--- config.mk ---
export PLATFORM = sky130hd
export DESIGN_NAME = hvns_fifo
export DESIGN_NICKNAME = d
export VERILOG_FILES = /design/src/rtl/core/hvns_fifo.sv
export SDC_FILE = /design/constraint.sdc
export NUM_CORES = 1
export LEC_CHECK = 0
export BUFFER_PORTS_ARGS = -buffer_cell sky130_fd_sc_hd__buf_2
export CAP_MARGIN = 5
export CORE_MARGIN = 2
export CORE_UTILIZATION = 49
export DETAILED_ROUTE_END_ITERATION = 12
export PLACE_DENSITY = 0.75
export SLEW_MARGIN = 20
export SYNTH_ARGS = -nofsm -noshare
export SYNTH_HDL_FRONTEND = slang
export SYNTH_SLANG_ARGS = --single-unit
export TNS_END_PERCENT = 100
--- constraint.sdc ---
create_clock -name i_clk -period 1.63 [get_ports i_clk]
set_input_delay 0.326 -clock i_clk [delete_from_list [all_inputs] [get_ports i_clk]]
set_output_delay 0.326 -clock i_clk [all_outputs]
set_load 0.03 [all_outputs]
--- src/rtl/core/hvns_fifo.sv ---
module hvns_fifo #(
    parameter int WIDTH = 8,
    parameter int DEPTH = 2,
    localparam int PW = (DEPTH > 1) ? $clog2(DEPTH) : 1,
    localparam int CW = $clog2(DEPTH + 1)
) (
    input  logic             i_clk,
    input  logic             i_rst_n,
    input  logic             i_push,
    input  logic [WIDTH-1:0] i_data,
    output logic             o_full,
    input  logic             i_pop,
    output logic [WIDTH-1:0] o_data,
    output logic             o_empty
);

    logic [WIDTH-1:0] r_mem [DEPTH];
    logic [PW-1:0]    r_wptr;
    logic [PW-1:0]    r_rptr;
    logic [CW-1:0]    r_count;
    logic             do_push;
    logic             do_pop;

    assign o_full  = (r_count == CW'(DEPTH));
    assign o_empty = (r_count == '0);
    assign do_push = i_push && !o_full;
    assign do_pop  = i_pop && !o_empty;
    assign o_data  = r_mem[r_rptr];

    // Storage
    always_ff @(posedge i_clk) begin
        if (do_push) begin
            r_mem[r_wptr] <= i_data;
        end
    end

    // Pointers and fill level
    always_ff @(posedge i_clk) begin
        if (!i_rst_n) begin
            r_wptr  <= '0;
            r_rptr  <= '0;
            r_count <= '0;
        end else begin
            if (do_push) begin
                r_wptr <= (r_wptr == PW'(DEPTH - 1)) ? '0 : r_wptr + PW'(1);
            end
            if (do_pop) begin
                r_rptr <= (r_rptr == PW'(DEPTH - 1)) ? '0 : r_rptr + PW'(1);
            end
            if (do_push && !do_pop) begin
                r_count <= r_count + CW'(1);
            end else if (do_pop && !do_push) begin
                r_count <= r_count - CW'(1);
            end
        end
    end

endmodule

==> summary.txt, run 1 <==
Final Hold Fails -> 0
GP Congestion -> 0.685
Final Cycle Share -> 95.6%
First-pass GRT wire length -> 1850 um
RR Endpoint -> r_count[1]$_SDFFE_PN0P_
Final Util -> 63.7%
CTS clk-pin slew, worst paths -> 0.11 ns
Worst Setup Start Kind -> flip-flop
Status -> finished clean
Detail Route Antenna Nets -> 0
Initial Util -> 53.1%
Crit path required time -> 1.30 ns
Hold Crit Depth -> 1
Antenna cell count -> 0
H-tree levels -> 1
Post-DP Area -> 937 um2
Drt via density -> 5.20
Drt first pass iters -> 4
Warnings from Yosys -> 0
WS Path Type -> reg2out
Cells after Synth -> 50
Vias in the first global route -> 453
Fill count -> 122
Clock buffer count from CTS -> 3
Clock skew -> 0.00492 ns
Die area -> 0.00199 mm2
CP Capture Type -> output pin
Worst path arrival time -> 1.23 ns
Drt initial violations -> 7
Maxcap violations -> 0
Row cnt -> 14
Worst Max-Slew Pin Slew -> 0.362 ns
Largest net degree at the start of global routing -> 12
Syn_nets -> 63
CTS tree -> done
Via Count -> 473
VDD IR max -> 1.01 mV
Layout cells sized above 1 -> 49.3%
Leading register cell type out of synthesis -> edfxtp_1
Die W -> 44.6 um
Grt total ovfl -> 0
Routed wire length -> 1230 um
Share of synthesized registers carrying an async set or reset -> 0%
Syn_area_per_cell -> 16.2 um2
Max Slew Vio Count -> 0
Min-delay src -> i_data[2]
Yosys top cell area share -> 59.4%
Setup TNS -> 0 ns
PnR Total Power -> 1.61 mW
Clock sink total -> 21
Setup Viol. Count Final -> 0
Clock buffer depth -> 2
Seq cells post-synth -> 21
Hold Path Sink -> r_mem[0][2]$_DFFE_PP_
Ports -> 22
Top cells by area, synth -> edfxtp_1, dfxtp_1, mux2_2
Post-CTS setup buffer count -> 0
Layout Nets -> 89
Final min period -> 1.56 ns
Sequential share of the synthesized area -> 71.7%
Lkg Pwr -> 0.385 nW
Slowest CP cell -> dfxtp_4
# DRC -> 0
Die height -> 44.6 um
Wirelength per Cell -> 13.5 um
Synth top cells by count -> edfxtp_1, mux2_2, dfxtp_1
Post_cts resized -> 1
Cell Chain, Critical Path -> mux2_2 > buf_2
Fmax -> 642 MHz
Pwr/cell area -> 1660 mW/mm2
Most common cell in the netlist -> edfxtp_1
Final instance area -> 971 um2
Post-synth EDFFs -> 16
Cell taking the most area after synthesis -> edfxtp_1
Synth cell types -> 20
R2r setup slk -> 0.07 ns
Core ar. -> 0.00152 mm2
Hold Crit Class -> in2reg
Dpl hpwl -> 817 um
Root Driver -> clkbuf_4
Mapped Area -> 810 um2
Total global-route track usage -> 13.6%
Initial antenna violation count -> 0
Slew margin rel. -> 75.9%
Port-buffer cells -> 21
Slowest Stage Delay on Critical Path -> 0.42 ns
FF-to-FF path depth -> 6
RSZ-0062 raised after global routing -> no
Worst Path Max Fanout -> 8
Post-cts hold buffer count -> 0
Reg-to-Reg Start -> r_count[0]$_SDFFE_PN0P_
Layout area overhead -> 19.9%
Clk_lat worst skew -> 0.29 ns
## layout by cell type, fill, tap and decap left out
master    instances
buf_2            21
edfxtp_1         16
mux2_2            8
and2_1            3
clkbuf_4          3
dfxtp_1           3
nor2_1            2
xnor2_1           2
dfxtp_4           2
nand2b_1          1
inv_2             1
inv_1             1
o21ai_1           1
and3_1            1
nor3_2            1
a21boi_0          1
o21a_1            1
xor2_1            1
o21ai_0           1
or3_1             1
a21boi_1          1
ha_1              1
clkbuf_1          1
buf_4             1
## metrics by stage
stage          instances  setup WS (ns)  hold WS, ns
2_1_floorplan         50         0.0780        0.425
5_1_grt               91        0.00350        0.194
3_5_place_dp          87         0.0530        0.518
4_1_cts               91        0.00343        0.207
3_3_place_gp          87          0.145        0.509
6_report              91         0.0713        0.213
## worst max-delay path, delay by kind of cell, from the launching register on
kind                   cells  cell delay (ns)
multiplexers               1             0.35
flip-flops                 1             0.42
buffers and inverters      1             0.18
## metal layers
metal  share of wire, %  GRT usage, %  vias up
li1                   -             -      233
met1                 41          14.5      219
met2                 52          22.9       17
met3                5.8          4.08        4
met4                1.9          9.09        0
met5                  0             0        -
## how the worst max path moves through the flow
| stage | end | cells past startpoint |
|---|---|---|
| final | o_data[6] | 2 |
| after global routing | r_count[1]$_SDFFE_PN0P_ | 6 |
| after CTS | o_data[2] | 2 |
| after detailed placement | r_count[1]$_SDFFE_PN0P_ | 6 |
| after global placement | r_count[1]$_SDFFE_PN0P_ | 6 |
| after floorplan | r_count[1]$_SDFFE_PN0P_ | 6 |
## registers in the layout, summed over array words and instances, names as in the netlist, named ones only
| register | cells |
|---|---|
| r_mem | 16 |
| r_count | 2 |
| r_rptr | 1 |
| r_wptr | 1 |
## cell families (layout without fill, tap and decap cells)
| group | Yosys count | in the layout | share of synthesized area [%] |
|---|---|---|---|
| DFF | 21 | 21 | 71.7 |
| and+or+nand+nor | 9 | 9 | 6.80 |
| AOI/OAI and AO/OA | 5 | 5 | 4.02 |
| adders and majority gates | 1 | 1 | 1.55 |
| buffers and inverters | 3 | 28 | 1.54 |
| muxes | 8 | 8 | 11.1 |
| xor gates and xnor gates | 3 | 3 | 3.25 |
## where the power goes
group	switching [mW]	total, mW	internal (mW)
Combinational	0.362	0.604	0.242
Sequential	0.0755	0.770	0.694
Clock	0.139	0.234	0.0951
Total	0.576	1.61	1.03
## cell type report
class,count,area [um2],share of cell area [%]
Clock buffer,4,26.3,2.71
Inverter,2,7.51,0.773
Multi-Input combinational cell,26,216,22.3
Sequential cell,21,588,60.6
Tap cell,16,20.0,2.06
Timing Repair Buffer,22,113,11.6
(Power assumes the default switching activity.)
==> run 2: changes to the inputs <==
--- a/config.mk
+++ b/config.mk
@@ -5,6 +5,7 @@
 export SDC_FILE = /design/constraint.sdc
 export NUM_CORES = 1
 export LEC_CHECK = 0
+export ABC_AREA = 1
 export BUFFER_PORTS_ARGS = -buffer_cell sky130_fd_sc_hd__buf_2
 export CAP_MARGIN = 5
 export CORE_MARGIN = 2
==> run 2 against run 1 <==
Net effect: total power shrank 2.8%; setup slack gained 0.0023 ns; synthesized area grew 1.7%; core utilization grew 0.90 points; critical endpoint is now o_data[3]; cell count grew 16%; die area grew 1.6%; non-clock buffer count grew 2; wire length shrank 4.9%; largest power group unchanged.
==> summary.txt, run 2 <==
Reg-to-Reg Start -> r_count[0]$_SDFFE_PN0P_
# DRC -> 0
Slowest CP cell -> dfxtp_4
H-tree levels -> 1
Wirelength per Cell -> 11.1 um
Syn_nets -> 76
WP buf/inv -> 1
Post-CTS setup buffer count -> 0
RSZ-0062 raised after global routing -> no
Cells after Synth -> 63
Setup TNS -> 0 ns
Port-buffer cells -> 21
Worst Setup Start Kind -> flip-flop
Worst Max-Slew Pin Slew -> 0.203 ns
Post-synth EDFFs -> 16
Setup Viol. Count Final -> 0
Yosys top cell area share -> 58.4%
Cell taking the most area after synthesis -> edfxtp_1
Share of synthesized registers carrying an async set or reset -> 0%
VDD IR max -> 0.918 mV
Die area -> 0.00202 mm2
Seq cells post-synth -> 21
Crit path required time -> 1.30 ns
WS Path Type -> reg2out
Antenna cell count -> 0
Grt total ovfl -> 0
CP Capture Type -> output pin
Largest Register -> r_mem
Post-DP Area -> 966 um2
Xor/xnor share of the synthesized area -> 0%
Fmax -> 642 MHz
Largest net degree at the start of global routing -> 12
Post-synthesis adder-cell area fraction -> 1.52%
Total global-route track usage -> 13.1%
Layout cells sized above 1 -> 43.3%
Most common cell in the netlist -> edfxtp_1
Status -> finished clean
Commonest non-fill, non-tap cell in the layout -> buf_2
Root Driver -> clkbuf_4
Vias in the first global route -> 467
Synth top cells by count -> edfxtp_1, nor2_1, inv_1, mux2_2, nand2_1
Slowest Stage Delay on Critical Path -> 0.42 ns
Routed wire length -> 1170 um
Hold Crit Class -> in2reg
Number of flip-flops in the largest register -> 16
Leading register cell type out of synthesis -> edfxtp_1
Clock sink total -> 21
Clk_lat worst skew -> 0.29 ns
Maxcap violations -> 0
CTS tree -> done
Synth cell types -> 15
Final Hold Fails -> 0
Multi-input logic area -> 204 um2
Clock buffer depth -> 2
Layout Nets -> 104
Die height -> 45.0 um
Min-delay src -> i_data[5]
Most frequent cells in the layout -> buf_2, edfxtp_1, nor2_1, mux2_2, inv_1
Via Count -> 518
Warnings from Yosys -> 0
Fin cells -> 106
Cell family with most CP delay -> flip-flops
Syn_area_per_cell -> 13.1 um2
Worst hold slack -> 0.219 ns
Initial Util -> 53.4%
Clock buffer count from CTS -> 3
Detail Route Antenna Nets -> 0
Largest family of logic cells by synthesized area -> multiplexers
Synth Area in Compound Gates -> 2.89%
Mapped Area -> 823 um2
Dpl cells -> 102
Multiplexer area fraction after synthesis -> 10.9%
Dpl hpwl -> 894 um
Post-Synth Simple-Gate Area -> 9.42%
Row cnt -> 14
Drt first pass iters -> 4
CTS clk-pin slew, worst paths -> 0.10 ns
Final Cycle Share -> 95.5%
Ports -> 22
Reg area -> 584 um2
Worst path arrival time -> 1.23 ns
Core ar. -> 0.00154 mm2
Max Slew Vio Count -> 0
Drt via density -> 4.89
Largest regs -> r_mem: 16 flops, r_count: 2 flops
Layout area overhead -> 21.0%
Final instance area -> 996 um2
Final min period -> 1.56 ns
Die W -> 45.0 um
Lkg Pwr -> 0.424 nW
Slew margin rel. -> 86.5%
Initial antenna violation count -> 0
Pwr/cell area -> 1570 mW/mm2
First-pass GRT wire length -> 1840 um
Cell Chain, Critical Path -> mux2_2 > buf_2
Clock skew -> 0.00113 ns
GP Congestion -> 0.643
Drt initial violations -> 12
Worst Path Max Fanout -> 8
Sequential share of the synthesized area -> 70.5%
Top cells by area, synth -> edfxtp_1, dfxtp_1, mux2_2
Fill count -> 129
-- run 2: cell types whose count changed after synthesis, moves of 2 or more --
cell     previous run  this run
inv_1               1         8
xnor2_1             2         0
nor2_1              2        10
nand2_1             0         6
and2_1              3         0
-- run 2: what timing repair did --
item	4_1_cts	5_1_grt
hold endpoints to repair	0	0
hold buffers	0	0
resized for setup	1	1
setup endpoints to repair	8	8
-- run 2: cell families (layout without fill, tap and decap cells) --
group,count (synthesis),count (layout)
AOI/OAI and AO/OA,4,4
adders and majority gates,1,1
buffers and inverters,10,37
DFF,21,21
muxes,8,8
and+or+nand+nor,19,19
-- run 2: where the power goes --
group	switching (mW)	internal, mW	total, mW
sequential	0.0636	0.687	0.750
combinational	0.368	0.211	0.579
clock	0.139	0.0950	0.234
total	0.570	0.993	1.56
-- run 2: layer usage --
metal / share of wire, % / GRT usage [%] / vias up / wire (um)
met5: 0 / 0 / - / 0
met4: 0.94 / 7.06 / 0 / 11
met3: 5.5 / 3.60 / 2 / 64
met2: 52 / 23.7 / 14 / 611
met1: 41 / 13.4 / 234 / 484
li1: - / - / 268 / -
-- run 2: path summary, 6_finish.rpt --
path	end	slack (ns)	cells past startpoint
worst max-delay path	o_data[3]	0.07	2
worst max register to register	r_count[1]$_SDFFE_PN0P_	0.23	9
worst min-delay path	r_mem[1][5]$_DFFE_PP_	0.22	1
worst min register to register	flip-flop	0.52	2
-- run 2: area by class of cell --
type / instances / area share [%]
Clock buffer: 4 / 2.64
Multi-Input combinational cell: 32 / 20.5
Timing Repair Buffer: 24 / 12.8
Inverter: 9 / 3.39
Tap cell: 16 / 2.01
Sequential cell: 21 / 58.7
-- run 2: per-stage QoR --
stage	setup WS, ns	power [mW]	utilization (%)
after global routing	0.0187	1.67	64.6
after CTS	0.00121	1.58	64.4
final	0.0735	1.56	64.6
after global placement	0.236	1.33	62.7
after detailed placement	0.207	1.35	62.7
after floorplan	0.0717	1.18	-
